==> config.mk <==
export PLATFORM = sky130hd
export DESIGN_NAME = dfc_tap_cell
export DESIGN_NICKNAME = d
export VERILOG_FILES = /design/src/sv/dfc_pkg.sv /design/src/sv/dfc_tap_cell.sv
export SDC_FILE = /design/constraint.sdc
export NUM_CORES = 1
export LEC_CHECK = 0
export BUFFER_PORTS_ARGS = -buffer_cell sky130_fd_sc_hd__buf_2
export CORE_MARGIN = 4
export CORE_UTILIZATION = 60
export DETAILED_ROUTE_END_ITERATION = 8
export GPL_TIMING_DRIVEN = 0
export PLACE_DENSITY = 0.81
export REMOVE_ABC_BUFFERS = 1
export SLEW_MARGIN = 5
export SYNTH_ARGS = -nofsm -noshare
export SYNTH_HDL_FRONTEND = slang
export SYNTH_SLANG_ARGS = --single-unit
==> constraint.sdc <==
create_clock -name clk_i -period 6.7 [get_ports clk_i]
set_input_delay 1.675 -clock clk_i [delete_from_list [all_inputs] [get_ports clk_i]]
set_output_delay 1.675 -clock clk_i [all_outputs]
set_load 0.02 [all_outputs]
==> src/sv/dfc_pkg.sv <==
// ----------------------------------------------------------------------------
// dfc_pkg - shared types for the direct-form FIR convolver
// Item kinds, controller states and the control bundle broadcast to the
// tap cells.
// ----------------------------------------------------------------------------
`default_nettype none

package dfc_pkg;

  localparam int KIND_WIDTH    = 2;
  localparam int TAP_IDX_WIDTH = 7;
  localparam int CFG_WIDTH     = 8;

  // Input item kinds; the remaining code is ignored
  typedef enum logic [KIND_WIDTH-1:0] {
    KIND_SAMPLE = 2'd0,
    KIND_COEFF  = 2'd1,
    KIND_CLEAR  = 2'd2
  } kind_e;

  // Controller states
  typedef enum logic [1:0] {
    ST_IDLE   = 2'd0,
    ST_PRIME1 = 2'd1,
    ST_PRIME2 = 2'd2,
    ST_RUN    = 2'd3
  } state_e;

  // Control broadcast to every tap cell
  typedef struct packed {
    logic shift;    // shift a new sample into the history chain
    logic clear;    // zero the history chain
    logic coef_we;  // write one coefficient, selected by tap index
  } cell_ctl_t;

endpackage

`default_nettype wire

==> src/sv/dfc_tap_cell.sv <==
// ----------------------------------------------------------------------------
// dfc_tap_cell - one tap of the FIR chain
// Holds one history sample and one coefficient, forms their product and
// adds it to the partial sum that ripples down the chain.
// ----------------------------------------------------------------------------
`default_nettype none

module dfc_tap_cell #(
  parameter int SAMPLE_WIDTH = 16,
  parameter int ACC_WIDTH    = 39,
  parameter int TAP_IDX      = 0
) (
  input  logic                                 clk_i,
  input  logic                                 rst_ni,
  input  dfc_pkg::cell_ctl_t                   ctl_i,
  input  logic                                 tap_en_i,
  input  logic signed [SAMPLE_WIDTH-1:0]       sample_i,
  input  logic signed [SAMPLE_WIDTH-1:0]       coeff_i,
  input  logic [dfc_pkg::TAP_IDX_WIDTH-1:0]    tap_index_i,
  input  logic signed [ACC_WIDTH-1:0]          psum_i,
  input  logic                                 psum_valid_i,
  output logic signed [SAMPLE_WIDTH-1:0]       sample_o,
  output logic signed [ACC_WIDTH-1:0]          psum_o,
  output logic                                 psum_valid_o
);

  import dfc_pkg::*;

  logic signed [SAMPLE_WIDTH-1:0]   hist_q;
  logic signed [SAMPLE_WIDTH-1:0]   coeff_q;
  logic signed [2*SAMPLE_WIDTH-1:0] prod_q;
  logic signed [ACC_WIDTH-1:0]      psum_q;
  logic                             psum_valid_q;
  logic signed [ACC_WIDTH-1:0]      addend;
  logic                             coef_hit;

  // History sample: clear, or take the neighbor's sample on a shift
  always_ff @(posedge clk_i or negedge rst_ni) begin
    if (!rst_ni) begin
      hist_q <= '0;
    end else if (ctl_i.clear) begin
      hist_q <= '0;
    end else if (ctl_i.shift) begin
      hist_q <= sample_i;
    end
  end

  // Coefficient: load when the write addresses this tap
  assign coef_hit = ctl_i.coef_we && (32'(tap_index_i) == 32'(TAP_IDX));

  always_ff @(posedge clk_i) begin
    if (coef_hit) begin
      coeff_q <= coeff_i;
    end
  end

  // Product of the held pair, refreshed every cycle
  always_ff @(posedge clk_i) begin
    prod_q <= hist_q * coeff_q;
  end

  // Skip taps beyond the active count
  assign addend = tap_en_i ? ACC_WIDTH'(prod_q) : '0;

  // Partial sum: add this tap and hand on
  always_ff @(posedge clk_i) begin
    if (psum_valid_i) begin
      psum_q <= psum_i + addend;
    end
  end

  always_ff @(posedge clk_i or negedge rst_ni) begin
    if (!rst_ni) begin
      psum_valid_q <= 1'b0;
    end else begin
      psum_valid_q <= psum_valid_i;
    end
  end

  assign sample_o     = hist_q;
  assign psum_o       = psum_q;
  assign psum_valid_o = psum_valid_q;

endmodule

`default_nettype wire

==> results of run 1 <==
[stage by stage]
stage	total power [W]	setup WS, ns	hold slack (ns)	utilization (%)	area (um^2)
after detailed placement	0.00415	0.192	0.648	65.3	16000
after global routing	0.00523	0.0113	0.698	66.9	16400
after floorplan	0.00342	1.02	0.593	-	14900
after global placement	0.00404	0.275	0.633	65.3	16000
final	0.00475	0.216	0.666	66.9	16400
after CTS	0.00474	0.142	0.672	66.6	16300
[flip-flops by register name (all words and copies together), names as in the netlist]
name	cells
prod_q	32
psum_valid_o	1
coeff_q	16
psum_o	39
sample_o	16
[layer usage]
| metal | routed length (um) | part of all wire (%) | vias up |
|---|---|---|---|
| li1 | - | - | 5114 |
| met1 | 13900 | 43 | 5365 |
| met2 | 15400 | 47 | 417 |
| met3 | 2520 | 7.7 | 79 |
| met4 | 789 | 2.4 | 0 |
| met5 | 0 | 0 | - |
[critical path, delay by kind of cell, from the launching register on]
family          cells  cell delay (ns)
fa+ha+maj           7             3.39
compound gates      5             1.16
simple gates        4             0.93
flops               1             0.66
buf+inv             4             0.23
[layout make-up]
class                   count  area (um^2)
inverters                 315         1180
flip-flops and latches    104         2730
fillers                  1893         8120
well taps                 324          405
clock inverters             7         85.1
clock buffers               9          225
repair buffers            149          768
multi-input cells        1102        11000
[layout by cell type (no fill, tap or decap), types with 8 or more instances in the layout]
master / n
a211oi_1: 10
a21o_1: 18
a21oi_1: 54
and2_1: 160
buf_2: 140
buf_4: 9
clkbuf_16: 9
dfrtp_1: 8
dfrtp_2: 9
dfxtp_1: 32
edfxtp_1: 55
fa_1: 263
ha_1: 120
inv_1: 315
mux2i_1: 18
nand2_1: 155
nand2b_1: 11
nand3_1: 16
nor2_1: 68
nor2b_1: 11
nor3_1: 15
o21ai_0: 30
xnor2_1: 45
xor2_1: 18
[report_power, final]
group	total (W)	internal (W)	switching [W]
Combinational	0.00321	0.00137	0.00184
Clock	0.000562	0.000299	0.000263
Sequential	0.000974	0.000907	0.0000666
Total	0.00475	0.00258	0.00217
[cell families after synthesis]
| family | Yosys count |
|---|---|
| xor+xnor | 63 |
| fa+ha+maj | 383 |
| mux | 18 |
| simple gates | 460 |
| buf+inv | 358 |
| flops | 104 |
| compound gates | 178 |
[Yosys cell counts (30+ instances only)]
| cell type | count |
|---|---|
| inv_1 | 315 |
| clkbuf_1 | 40 |
| fa_1 | 263 |
| and2_1 | 160 |
| ha_1 | 120 |
| edfxtp_1 | 55 |
| nor2_1 | 68 |
| dfxtp_1 | 32 |
| o21ai_0 | 30 |
| a21oi_1 | 54 |
| xnor2_1 | 45 |
| nand2_1 | 155 |
[repair_timing]
item | in CTS | in global routing
resized for setup | 0 | 9
endpoints found under the setup margin | 0 | 3
buffers inserted | 0 | 9
[final timing paths]
path | start | end | slack [ns] | cells past startpoint
worst max-delay path | coeff_q[4] | prod_q[28] | 0.22 | 20
worst min-delay path | prod_q[0] | psum_o[0] | 0.67 | 2
worst max register to register | coeff_q[4] | prod_q[28] | 0.22 | 20
worst min register to register | prod_q[0] | psum_o[0] | 0.67 | 2
max in group asynchronous | rst_ni | sample_o[14] | 5.13 | 1
min in group asynchronous | rst_ni | sample_o[8] | 1.24 | 1
==> metrics.csv, run 1 <==
metric,value,unit
ys_seq_area_share,18.0,%
p_per_area,289,nW/um^2
worst_pin_slew,0.841,ns
gp_congestion,0.919,
cp.arrival,6.77,ns
cts_buffers,9,
relSlewSlack,44.0,%
die_h,167,um
area_delta_synth_final,8.85,%
cp_max_fo,16,
post-place-cells,1985,
instances_no_fill,2010,
crit_chain,"and2_1, fa_1, inv_1, fa_1, fa_1, inv_1, fa_1, fa_1, inv_1, fa_1, inv_1, ha_1, a21o_1, a21o_1, a21oi_1, nand2_1, o221ai_1, a21oi_1, or4_1, nand3_1",
critical_path_class,flop to flop,
synth_compound_area_share,8.07,%
drt-wirelength-per-cell,16.2,um
yosysTopAreaCell,fa_1,
fin_crit,6.48,ns
clock_skew,0.0154,ns
max_stage_delay,0.66,ns
clkTransAtPathRegs,0.08,ns
final_nets,2149,
vias,11000,
grt_first_pass_wirelength,55.9,mm
numPortBuffers,140,
synth_mux_area_share,1.19,%
status,"complete, no violations",
synthSimpleGateAreaFrac,15.3,%
cpMaxStageDelayCell,edfxtp_1,
synthAdderAreaFrac,44.9,%
drive_above_1_share,11.2,%
place.detailed.hpwl,26.1,mm
grt_max_degree,41,
use_met3,4.46,%
hold_viol,0,
drc,0,
grt.busiest_layer,met2,
synth_top_family_by_area,adder cells,
fp.dieArea,27700,um^2
timing.fmax,0.154,GHz
wl,32.6,mm
clkLatencyLatePin,0.37,ns
h-tree-depth,3,
hold_buffers,0,
ys_seq_elements,104,
grtUsageMet1,33.5,%
ioPinCount,141,
peakVddDrop,216,uV
initial_utilization,61.5,%
syn_inst,1564,
drtIter0Drc,586,
first_pass_iters,7,
finalCritPeriodShare,96.8,%
die_w,167,um
critPathRequiredTime,6.99,ns
clockBufferDepth,2,
synthXorXnorAreaFrac,3.66,%
yosys-top-cells-area,"fa_1 (35%), edfxtp_1 (11%), ha_1 (10%), inv_1 (7.8%), and2_1 (6.6%)",
ys.warnings.count,0,
use_met2,40.5,%
async_flop_share,16.3,%
synth.distinct_cells,64,
grt_pass1_vias,11600,
tns,0,ns
cp-start-kind,flop,
cts_tree,yes,
leakage,8.21,nW
syn_area,15100,um^2
num_antenna_cells,0,
setup_viol,0,
rsz0062_at_grt,false,
syn_area_per_cell,9.64,um^2
cts-root-buf,clkbuf_16,
drtAntennaViolNets,0,
antenna_found_initial,0,
cap_violations,0,
synth_edf_count,55,
grt_usage,24.5,%
cts.sinks,104,
overflow,0,
hold_path.class,flop to flop,
coreArea,24500,um^2
crit_top_cell,fa_1,
end_kind,flop,
vias_per_cell,5.46,
yosysTopAreaCellShare,34.9,%
num_rows,57,
ys.flop_type,edfxtp_1,
slew_violations,0,
No activity file was read; power rests on OpenSTA's default activity.
==> run 2: changes to the inputs <==
REMOVE_ABC_BUFFERS = default   (was 1)
==> metrics.csv, run 2 (synthesis results as in run 1) <==
metric,value,unit,change
die_h,167,um,unchanged
numPortBuffers,138,,-1.4%
crit_top_cell,fa_1,,
clockBufferDepth,2,,unchanged
vias_per_cell,5.45,,-0.15%
synthesis.nets,2032,,
first_pass_iters,5,,-2
place.detailed.hpwl,28.7,mm,+10%
fin_crit,6.53,ns,+0.0442 ns
initial_utilization,61.5,%,unchanged
use_met2,42.0,%,+1.5 points
multiInputGateArea,11000,um^2,about the same
final_nets,2183,,+1.6%
cp-start-kind,flop,,
drc,0,,unchanged
p_per_area,286,nW/um^2,-1.2%
final_cell_mix,"inv_1 (315), fa_1 (262), and2_1 (160)",,
crit_chain,"clkbuf_1, nand2_1, fa_1, inv_1, fa_1, inv_1, fa_1, inv_1, fa_1, fa_1, inv_1, fa_1, inv_1, ha_1, nor2b_1, a211o_1, a31oi_2, o211a_1, o31ai_2, mux2i_1, nand4_1",,
timing.fmax,0.153,GHz,-0.68%
grt.busiest_layer,met2,,
cp.arrival,6.74,ns,-0.03 ns
min_delay_path_depth,2,,unchanged
end_kind,flop,,
r2r-end,prod_q[31],,
startpoint,sample_o[4],,
num_antenna_cells,0,,unchanged
worst_pin_slew,0.858,ns,+0.0175 ns
cts.sinks,104,,unchanged
area_delta_synth_final,9.54,%,
hp-start,prod_q[0],,
hold_buffers,0,,unchanged
ioPinCount,141,,unchanged
overflow,0,,unchanged
critical_path_class,flop to flop,,
cts-root-buf,clkbuf_16,,
ff2ff_setup_slack,0.17,ns,-0.04 ns
cts_buffers,9,,unchanged
reg2reg_from,sample_o[4],,
wl,34.5,mm,+5.6%
clock_skew,0.0165,ns,+0.00116 ns
fp.dieArea,27700,um^2,unchanged
drtAntennaViolNets,0,,unchanged
cap_violations,0,,unchanged
hold_end,psum_o[0],,
place_ws,0.112,ns,-0.0795 ns
r2r_cells,21,,+5.0%
utilization,67.3,%,+0.43 points
fill_cells,2002,,+5.8%
drive_above_1_share,11.0,%,-0.16 points
relSlewSlack,42.8,%,-1.2 points
final_common_cell,inv_1,,
grt_usage,25.7,%,+1.3 points
largest_reg_flops,39,,unchanged
critPathBufInv,6,,+2
critPathRequiredTime,6.91,ns,-0.08 ns
clkLatencyLatePin,0.36,ns,about the same
clkTransAtPathRegs,0.09,ns,about the same
grt_max_degree,41,,unchanged
cp_max_fo,10,,-6
fin_ws,0.172,ns,-0.0442 ns
regArea,2720,um^2,-0.41%
cpMaxStageDelayCell,dfrtp_1,,
die_w,167,um,unchanged
hold_path.class,flop to flop,,
leakage,8.28,nW,+0.81%
cts_tree,yes,,
antenna_found_initial,0,,unchanged
num_rows,57,,unchanged
grt_first_pass_wirelength,57.8,mm,+3.5%
drtIter0Drc,713,,+22%
peakVddDrop,248,uV,+15%
setup_viol,0,,unchanged
h-tree-depth,3,,unchanged
coreArea,24500,um^2,unchanged
finalCritPeriodShare,97.4,%,+0.66 points
vias,11100,,+1.5%
max_stage_delay,0.61,ns,-0.05 ns
grt_pass1_vias,11800,,+1.6%
hold_viol,0,,unchanged
use_met3,7.30,%,+2.8 points
drt-wirelength-per-cell,16.9,um,+3.8%
slew_violations,0,,unchanged
gp_congestion,0.951,,+3.4%
status,"complete, no violations",,
crit_family,adder cells,,
grtUsageMet1,34.1,%,+0.64 points
-- run 2: cell count changes in the layout (fill, tap and decap cells not counted), moves of 2 or more --
cell      delta
buf_4        -7
inv_8        -2
buf_1        +3
clkbuf_2    +16
dfrtp_1      +9
dfrtp_2      -9
clkbuf_1    +24
buf_2        -2
-- run 2: how the worst max path moves through the flow --
stage	endpoint	slack, ns	cells after the start
2_1_floorplan	prod_q[31]	0.92	20
3_3_place_gp	prod_q[28]	0.21	18
3_5_place_dp	prod_q[28]	0.11	18
4_1_cts	prod_q[28]	0.06	18
5_1_grt	prod_q[31]	-0.003	20
6_report	prod_q[31]	0.17	21
-- run 2: routing by layer --
| metal | routed length (um) | share of wire (%) |
|---|---|---|
| met1 | 14500 | 42 |
| met2 | 16000 | 46 |
| met4 | 733 | 2.1 |
| met5 | 0 | 0 |
| met3 | 3270 | 9.5 |
-- run 2: stage by stage --
step / std cells / TNS (ns) / cell area, um^2 / total power [W] / hold WS [ns]
after global routing: 2044 / -0.00340 / 16500 / 0.00521 / 0.654
after global placement: 2026 / 0 / 16200 / 0.00402 / 0.604
after floorplan: 1564 / 0 / 15100 / 0.00343 / 0.525
after detailed placement: 2026 / 0 / 16200 / 0.00415 / 0.618
final: 2044 / 0 / 16500 / 0.00472 / 0.635
after CTS: 2042 / 0 / 16500 / 0.00471 / 0.637
-- run 2: cell type report --
class / instances / area share (%)
Multi-Input combinational cell: 1102 / 66.8
Buffer: 43 / 1.10
Tap cell: 324 / 2.45
Inverter: 315 / 7.16
Clock inverter: 6 / 0.364
Timing Repair Buffer: 140 / 4.27
Clock buffer: 10 / 1.45
Sequential cell: 104 / 16.5
-- run 2: power by group --
part	internal, W	switching, W
clock	0.000272	0.000266
sequential	0.000907	0.0000487
combinational	0.00137	0.00185
total	0.00255	0.00217
-- run 2: repair_timing --
action | in CTS | in global routing
hold endpoints to repair | 0 | 0
gates resized for setup | 0 | 34
buffers inserted | 0 | 2
endpoints found under the setup margin | 0 | 10
-- run 2: worst reg2reg max path: cells and delay by family (launching register included) --
family / cells / cell delay (ns)
mux: 1 / 0.22
simple gates: 3 / 0.56
fa+ha+maj: 7 / 3.12
buf+inv: 6 / 0.84
compound gates: 4 / 1.02
flops: 1 / 0.61
