`src/sv/dfc_round_sat.sv`:
```
// ----------------------------------------------------------------------------
// dfc_round_sat - rounding, saturation and output register
// Drops the fraction bits of the biased sum, clamps to the sample range and
// holds the result until the transfer completes.
// ----------------------------------------------------------------------------
`default_nettype none

module dfc_round_sat #(
  parameter int SAMPLE_WIDTH = 16,
  parameter int ACC_WIDTH    = 39
) (
  input  logic                           clk_i,
  input  logic                           rst_ni,
  input  logic                           load_i,
  input  logic signed [ACC_WIDTH-1:0]    psum_i,
  output logic                           out_valid_o,
  input  logic                           out_stall_i,
  output logic signed [SAMPLE_WIDTH-1:0] sample_out_o,
  output logic                           clipped_o
);

  localparam int SH_WIDTH = ACC_WIDTH - SAMPLE_WIDTH + 1;

  localparam logic [SAMPLE_WIDTH-1:0] SAT_MAX = {1'b0, {(SAMPLE_WIDTH-1){1'b1}}};
  localparam logic [SAMPLE_WIDTH-1:0] SAT_MIN = {1'b1, {(SAMPLE_WIDTH-1){1'b0}}};

  logic [SH_WIDTH-1:0]          shifted;
  logic                         in_range;
  logic [SAMPLE_WIDTH-1:0]      sat_val;
  logic                         out_valid_q;
  logic [SAMPLE_WIDTH-1:0]      sample_q;
  logic                         clipped_q;

  // Floor shift: the rounding bias is already in the sum
  assign shifted = psum_i[ACC_WIDTH-1:SAMPLE_WIDTH-1];

  // In range when all bits above the sample's sign agree with it
  assign in_range = (&shifted[SH_WIDTH-1:SAMPLE_WIDTH-1]) ||
                    !(|shifted[SH_WIDTH-1:SAMPLE_WIDTH-1]);

  always_comb begin
    if (in_range) begin
      sat_val = shifted[SAMPLE_WIDTH-1:0];
    end else if (shifted[SH_WIDTH-1]) begin
      sat_val = SAT_MIN;
    end else begin
      sat_val = SAT_MAX;
    end
  end

  // Output register: fill on load, drop after the transfer
  always_ff @(posedge clk_i or negedge rst_ni) begin
    if (!rst_ni) begin
      out_valid_q <= 1'b0;
    end else if (load_i) begin
      out_valid_q <= 1'b1;
    end else if (out_valid_q && !out_stall_i) begin
      out_valid_q <= 1'b0;
    end
  end

  always_ff @(posedge clk_i) begin
    if (load_i) begin
      sample_q  <= sat_val;
      clipped_q <= !in_range;
    end
  end

  assign out_valid_o  = out_valid_q;
  assign sample_out_o = sample_q;
  assign clipped_o    = clipped_q;

endmodule

`default_nettype wire

```
`config.mk`:
```
export PLATFORM = sky130hd
export DESIGN_NAME = dfc_round_sat
export DESIGN_NICKNAME = d
export VERILOG_FILES = /design/src/sv/dfc_round_sat.sv
export SDC_FILE = /design/constraint.sdc
export NUM_CORES = 1
export LEC_CHECK = 0
export ABC_AREA = 1
export BUFFER_PORTS_ARGS = -buffer_cell sky130_fd_sc_hd__buf_2
export CORE_UTILIZATION = 35
export CTS_CLUSTER_SIZE = 8
export DETAILED_ROUTE_END_ITERATION = 6
export GPL_ROUTABILITY_DRIVEN = 0
export GPL_TIMING_DRIVEN = 1
export PLACE_DENSITY_LB_ADDON = 0.2
export SYNTH_ARGS = -nofsm -noshare
export SYNTH_HDL_FRONTEND = slang
export SYNTH_SLANG_ARGS = --single-unit
```
`constraint.sdc`:
```
create_clock -name clk_i -period 0.8 [get_ports clk_i]
set_clock_uncertainty 0.05 [all_clocks]
set_input_delay 0 -clock clk_i [delete_from_list [all_inputs] [get_ports clk_i]]
set_output_delay 0 -clock clk_i [all_outputs]
set_load 0.05 [all_outputs]
```
==> results of run 1 <==
[layer usage]
metal	up-vias	GRT usage [%]	share of wire, %
met1	336	16.73	36
met3	5	3.030	4.5
li1	366	-	-
met4	0	10.00	2.9
met2	28	31.78	56
met5	-	0	0
[cell type report]
class | count | area, um2
well taps | 28 | 35.03
inverters | 2 | 7.507
flip-flops and latches | 18 | 536.8
repair buffers | 65 | 548.0
fillers | 185 | 777.0
multi-input cells | 50 | 250.2
clock buffers | 4 | 36.28
[state kept, by name (all words and copies together), names as in the netlist]
register and flops:
clipped_o 1, out_valid_o 1, sample_out_o 16
[per-stage QoR]
step	power, mW	setup WS, ps	instance area [um2]	setup TNS (ps)
after floorplan	1.540	-43.58	829.5	-429.5
after global placement	1.700	-150.7	1075	-2242
after detailed placement	1.711	-187.9	1075	-2630
after CTS	2.445	-144.8	1414	-2161
after global routing	2.530	-161.6	1414	-2624
final	2.415	-117.4	1414	-1843
[Yosys cell counts (all sizes together)]
cell    number  area share [%]
a21o         1            0.93
inv          2            0.93
clkbuf       1            0.46
dfrtp        1             3.1
o21ai        1             2.0
nand3        1            0.62
buf          2             3.9
edfxtp      17              63
nand2       40              21
nor2         7             4.5
[path summary, 6_finish.rpt]
path / endpoint / start
worst min register to register: out_valid_o / out_valid_o
worst max register to register: out_valid_o / out_valid_o
min in group asynchronous: out_valid_o / rst_ni
worst min-delay path: clipped_o / psum_i[38]
max in group asynchronous: out_valid_o / rst_ni
worst max-delay path: out_valid_o / out_valid_o
[power by group through the flow]
stage                     logic [mW]  registers, mW  clock network [mW]
final                          0.712           1.16               0.545
after detailed placement       0.551           1.16                   0
after CTS                      0.712           1.16               0.575
after floorplan                0.102           1.44                   0
after global routing           0.752           1.16               0.613
after global placement         0.544           1.16                   0
[timing repair]
item / CTS / global route
endpoints found under the hold margin: 18 / 0
setup endpoints to repair: 18 / 18
setup buffers: 0 / 0
cloned: 0 / 0
hold buffers: 19 / 0
gates resized for setup: 36 / 0
[kinds of logic after synthesis]
logic type / after synthesis
and+or+nand+nor: 48
DFF: 18
buffers and inverters: 5
AOI/OAI and AO/OA: 2
==> out/qor.csv, run 1 <==
metric;value;unit
finalMaxSlewViolations;0;
cp-end-kind;primary output;
numCtsBuffers;3;
place_hpwl;1148;um
crit_family;flip-flops;
dp_cells;144;
p_leak;0.6339;nW
p_comb_share;29.5;%
synth_area;810.8;um2
crit_arrival;870;ps
vias;735;
viasPerCell;4.401;
first_iter_violations;7;
synth_top_family_by_area;simple AND/OR/NAND/NOR gates;
final_nets;183;
die_height;50.13;um
antenna_found_initial;0;
ir_drop;0.8970;mV
first_global_vias;728;
drc_errors;0;
holdWs;69.32;ps
track_usage;16.82;%
ff2ff_setup_slack;80;ps
crit_path_max_fanout;2;
synthSimpleGateAreaFrac;25.77;%
yosys_warnings;0;
cts-root-buf;clkbuf_4;
switching_power;723.7;uW
post_route_cells_drive_above_1_share;46.04;%
synth_compound_area_share;2.932;%
die_w;50.13;um
critical_path_buf_inv_count;1;
netlist_instances;73;
synth_cell_types;14;
syn-num-nets;116;
clkTransAtPathRegs;100;ps
drt-total-wl;1785;um
final_common_cell;nand2_1;
io_buffer_count;45;
firstDrtPassIters;4;
worst_slack;-117.4;ps
ios;61;
critical_path.cell_chain;buf_6;
pwr-share-clk;22.6;%
wl_per_cell;10.69;um
cts_tree;built;
initial_utilization;37.01;%
area_growth_syn_to_layout;74.38;%
p_sw_share;29.97;%
diodes;0;
crit_path_max_incr_delay;420;ps
min_period_over_period;114.7;%
yosysSeqAreaShare;66.05;%
synthAdderAreaFrac;0;%
grt_pass1_wl;3042;um
dieArea;2513;um2
hp-class;input pin to register;
cap_violations;0;
cp.depth;1;
outcome;complete, but fails checks;
yosys_register_bits;18;
synthMuxAreaShare;0;%
clockBufferDepth;2;
slew-limit-headroom;74.33;%
htree_levels;1;
synthXorXnorAreaFrac;0;%
internal-power;1.691;mW
setup_viol;18;
hold_viol;0;
fmax;1090;MHz
final_cells;167;
clk_latency;290;ps
power_density;1708;nW/um2
rows;17;
layout_common_cells;nand2_1 (34), buf_2 (27), dlygate4sd3_1 (19);
overflow;0;
coreArea;2191;um2
final_core_util;64.53;%
worstHoldPathCells;4;
syn_avg_cell_area;11.11;um2
rsz0062_at_grt;true;
worstMarginPinSlew;385.0;ps
drtAntennaViolNets;0;
violations;setup timing;
critPathLaunchType;register;
finalCriticalPeriod;917.4;ps
worst_ep_required_time;750;ps
cts_num_sinks;18;
path_class;register to primary output;
crit_slowest_cell;dfrtp_2;
worst_r2r_path_depth;1;
grt_max_degree;19;
p_seq_share;47.9;%
No activity file was read; power rests on OpenSTA's default activity.
==> run 2, diff against run 1 <==
Settings changed: CORE_UTILIZATION 35 to 38.
Clock period 0.8 ns to 0.9 ns, I/O delays scaled along.
==> out/qor.csv, run 2 (synthesis results as in run 1) <==
metric;value;unit;change
outcome;complete, but fails checks;;unchanged
violations;setup timing;;unchanged
fmax;1074;MHz;
rows;16;;was 17
place_hpwl;1111;um;was 1148 um
overflow;0;;unchanged
crit_path_max_fanout;1;;was 2
largest_reg_flops;16;;unchanged
crit_slowest_cell;edfxtp_1;;was dfrtp_2
cts_tree;built;;unchanged
wl_per_cell;11.05;um;was 10.69 um
finalPower;2.079;mW;was 2.415 mW
layout_common_cells;nand2_1 (35), buf_2 (27), dlygate4sd3_1 (19);;was nand2_1 (34), buf_2 (27), dlygate4sd3_1 (19)
grt.met2_usage;34.67;%;was 31.78%
use_met1;17.14;%;was 16.73%
cts_num_sinks;18;;unchanged
coreArea;1982;um2;was 2191 um2
vias;727;;was 735
final_common_cell;nand2_1;;unchanged
dieArea;2322;um2;was 2513 um2
antenna_found_initial;0;;unchanged
critPathLaunchType;register;;unchanged
cts-root-buf;clkbuf_4;;unchanged
ir_drop;0.7127;mV;was 0.8970 mV
clockBufferDepth;2;;unchanged
die_w;48.19;um;was 50.13 um
dp_cells;143;;was 144
fillers;157;;was 185
track_usage;17.35;%;was 16.82%
ios;61;;unchanged
p_leak;0.6255;nW;was 0.6339 nW
slew-limit-headroom;73.88;%;was 74.33%
cap_violations;0;;unchanged
multi_input_comb_area;232.7;um2;was 250.2 um2
rsz0062_at_grt;true;;unchanged
final_cells;166;;was 167
hold_viol;0;;unchanged
first_iter_violations;8;;was 7
first_global_vias;700;;was 728
initial_utilization;40.91;%;was 37.01%
clkTransAtPathRegs;100;ps;about the same
grt_util_met3;2.222;%;was 3.030%
crit_family;flip-flops;;unchanged
crit_path_max_incr_delay;410;ps;was 420 ps
numCtsBuffers;3;;unchanged
holdWs;53.94;ps;was 69.32 ps
grt_pass1_wl;2670;um;was 3042 um
drtAntennaViolNets;0;;unchanged
post_route_cells_drive_above_1_share;43.17;%;was 46.04%
firstDrtPassIters;4;;unchanged
setup_viol;14;;was 18
min_period_over_period;103.4;%;
worstMarginPinSlew;391.8;ps;was 385.0 ps
busiest_layer;met2;;unchanged
path_class;register to primary output;;unchanged
critical_path.cell_chain;buf_6;;unchanged
finalCriticalPeriod;930.9;ps;
finalMaxSlewViolations;0;;unchanged
die_height;48.19;um;was 50.13 um
area_growth_syn_to_layout;70.83;%;was 74.38%
diodes;0;;unchanged
hp-class;input pin to register;;unchanged
final_core_util;69.89;%;was 64.53%
htree_levels;1;;unchanged
final_nets;183;;unchanged
io_buffer_count;45;;unchanged
grt_max_degree;19;;unchanged
cp-end-kind;primary output;;unchanged
power_density;1501;nW/um2;was 1708 nW/um2
worst_slack;-30.95;ps;was -117.4 ps
seq_area;536.8;um2;unchanged
crit_arrival;880;ps;was 870 ps
critical_path_buf_inv_count;1;;unchanged
clk_latency;290;ps;about the same
pre_cts_slack;-90.98;ps;was -187.9 ps
worst_ep_required_time;850;ps;was 750 ps
viasPerCell;4.380;;was 4.401
drc_errors;0;;unchanged
drt-total-wl;1834;um;was 1785 um
-- run 2: changes by cell type in the layout (fill, tap and decap cells not counted) --
cell,before,now
nand2_1,34,35
nor2_4,2,0
nor2_1,1,3
nand2_2,5,4
clkbuf_8,1,0
clkbuf_1,0,1
-- run 2: report_power, final --
| group | switching (mW) | internal [mW] |
|---|---|---|
| sequential | 0.0322 | 0.996 |
| combinational | 0.370 | 0.258 |
| clock | 0.251 | 0.173 |
-- run 2: area by class of cell --
| type | count | share of cell area [%] |
|---|---|---|
| flip-flops and latches | 18 | 38.75 |
| clock buffers | 4 | 1.897 |
| repair buffers | 65 | 39.57 |
| multi-input cells | 50 | 16.80 |
| well taps | 27 | 2.439 |
| inverters | 2 | 0.5420 |
-- run 2: path summary, 6_finish.rpt --
| path | slack, ps | start | to | depth (start not counted) |
|---|---|---|---|---|
| max | -30 | sample_out_o[3] | sample_out_o[3] | 1 |
| min | 50 | psum_i[38] | clipped_o | 4 |
| min reg2reg | 470 | out_valid_o | out_valid_o | 1 |
| max in group asynchronous | 190 | rst_ni | out_valid_o | 3 |
| max reg2reg | 170 | out_valid_o | out_valid_o | 1 |
| min in group asynchronous | 490 | rst_ni | out_valid_o | 3 |
-- run 2: repair_timing --
item,4_1_cts,5_1_grt
hold buffers,19,0
buffers inserted,0,0
resized for setup,36,0
endpoints found under the setup margin,18,18
gates cloned,0,0
endpoints found under the hold margin,18,0
-- run 2: metal layers --
metal / routed length, um / up-vias
li1: - / 366
met1: 675 / 323
met2: 1034 / 35
met3: 91 / 3
met4: 32 / 0
met5: 0 / -
-- run 2: through the flow --
step,area (um2),setup TNS (ps)
after global routing,1385,-704.5
after floorplan,812.0,0
after detailed placement,1056,-1181
after CTS,1385,-276.5
after global placement,1056,-805.4
final,1385,-184.6
==> run 3, diff against run 2 <==
Settings changed: CELL_PAD_IN_SITES_DETAIL_PLACEMENT set to 0, CELL_PAD_IN_SITES_GLOBAL_PLACEMENT set to 2, CORE_UTILIZATION 38 to 21, CTS_BUF_LIST set to sky130_fd_sc_hd__clkbuf_16, HOLD_SLACK_MARGIN set to 0.06.
==> out/qor.csv, run 3 (synthesis results as in run 1) <==
metric;value;unit;change
outcome;finished, final reports clean;;was complete, but fails checks
final_cell_area;1370;um2;was 1385 um2
diodes;0;;unchanged
pwr-share-clk;35.4;%;was 20.4%
place_hpwl;1210;um;was 1111 um
viasPerCell;3.807;;was 4.380
layout_common_cells;buf_2 (39), nand2_1 (35), dlygate4sd3_1 (19);;was nand2_1 (35), buf_2 (27), dlygate4sd3_1 (19)
crit_path_max_fanout;2;;was 1
ios;61;;unchanged
overflow;0;;unchanged
io_buffer_count;45;;unchanged
hold_viol;0;;unchanged
hp-class;input pin to register;;unchanged
holdWs;111.6;ps;was 53.94 ps
cap_violations;0;;unchanged
crit_path_max_incr_delay;400;ps;was 410 ps
p_leak;0.6173;nW;was 0.6255 nW
setup_viol;0;;was 14
finalPower;2.436;mW;was 2.079 mW
initial_utilization;21.98;%;was 40.91%
wl_met1;737;um;was 675 um
ff2ff_setup_slack;200;ps;was 170 ps
die_w;64.14;um;was 48.19 um
cts_tree;built;;unchanged
slew-limit-headroom;73.89;%;was 73.88%
power_density;1778;nW/um2;was 1501 nW/um2
internal-power;1.780;mW;was 1.427 mW
crit_arrival;830;ps;was 880 ps
crit_family;flip-flops;;unchanged
clockBufferDepth;2;;unchanged
critical_path_buf_inv_count;1;;unchanged
largest_reg_flops;16;;unchanged
cts-root-buf;clkbuf_16;;was clkbuf_4
final_core_util;37.14;%;was 69.89%
dieArea;4113;um2;was 2322 um2
die_height;64.14;um;was 48.19 um
critical_path.cell_chain;buf_4;;was buf_6
clkTransAtPathRegs;50;ps;was 100 ps
totalNegativeSetupSlack;0;ps;was -184.6 ps
p_comb_share;22.9;%;was 30.2%
cts_num_sinks;18;;unchanged
dpl_cell_area;1082;um2;was 1056 um2
numCtsBuffers;3;;unchanged
rows;22;;was 16
p_sw_share;26.93;%;was 31.39%
final_common_cell;buf_2;;was nand2_1
post-cts-setup-buffer-count;0;;unchanged
finalMaxSlewViolations;0;;unchanged
drtAntennaViolNets;0;;unchanged
wl_per_cell;9.481;um;was 11.05 um
finalCriticalPeriod;875.7;ps;was 930.9 ps
drt-total-wl;1773;um;was 1834 um
track_usage;9.992;%;was 17.35%
p_seq_share;41.7;%;was 49.5%
vias;712;;was 727
first_global_vias;727;;was 700
dr_wl_met3;96;um;was 91 um
post_route_cells_drive_above_1_share;43.17;%;unchanged
route.top_layer_used;met4;;unchanged
htree_levels;1;;unchanged
switching_power;656.0;uW;was 652.8 uW
fmax;1142;MHz;was 1074 MHz
first_iter_violations;27;;was 8
final_nets;183;;unchanged
critPathLaunchType;register;;unchanged
ir_drop;0.5753;mV;was 0.7127 mV
clk_latency;240;ps;was 290 ps
cp-end-kind;primary output;;unchanged
drc_errors;0;;unchanged
grt_max_degree;19;;unchanged
min_period_over_period;97.30;%;was 103.4%
routed-wl-met2;912;um;was 1034 um
worst_ep_required_time;850;ps;about the same
path_class;register to primary output;;unchanged
antenna_found_initial;0;;unchanged
coreArea;3689;um2;was 1982 um2
firstDrtPassIters;4;;unchanged
area_growth_syn_to_layout;68.98;%;was 70.83%
grt_pass1_wl;3111;um;was 2670 um
crit_slowest_cell;dfrtp_2;;was edfxtp_1
worstMarginPinSlew;391.6;ps;was 391.8 ps
-- run 3: changes by cell type in the layout (fill, tap and decap cells not counted), sizes merged --
| cell | before | now |
|---|---|---|
| clkinv | 0 | 1 |
| clkbuf | 4 | 3 |
-- run 3: area by class of cell --
cell class,instances,area (um2)
Timing Repair Buffer,65,454.2
Inverter,2,7.507
Sequential cell,18,536.8
Tap cell,48,60.06
Fill cell,391,2318
Clock inverter,1,3.754
Multi-Input combinational cell,50,232.7
Clock buffer,3,75.07
-- run 3: path summary, 6_finish.rpt --
check | startpoint | to | cells past startpoint
max in group asynchronous | rst_ni | out_valid_o | 3
min | psum_i[38] | clipped_o | 4
max reg2reg | out_valid_o | out_valid_o | 1
min in group asynchronous | rst_ni | out_valid_o | 3
max | out_valid_o | out_valid_o | 1
min reg2reg | out_valid_o | out_valid_o | 1
-- run 3: routing by layer --
layer  vias to the layer above  GRT usage, %
met5                         -             0
met4                         0         5.833
met3                         2         1.786
met2                        26         17.82
met1                       318         11.02
li1                        366             -
-- run 3: power groups by stage --
stage,Combinational [mW],Clock [mW],Sequential (mW)
after detailed placement,0.485,0,1.03
after global routing,0.597,0.939,1.02
after CTS,0.553,0.893,1.01
final,0.558,0.862,1.02
after floorplan,0.0874,0,1.28
after global placement,0.483,0,1.03
-- run 3: timing repair --
item,CTS,global route
resized for setup,2,9
cloned,0,0
endpoints found under the setup margin,2,4
hold buffers,19,0
endpoints found under the hold margin,18,0
-- run 3: through the flow --
stage / std cells / setup slack (ps)
after floorplan: 73 / 40.47
after global placement: 164 / -70.40
after detailed placement: 164 / -90.32
after CTS: 187 / 0.2007
after global routing: 187 / -4.501
final: 187 / 24.32
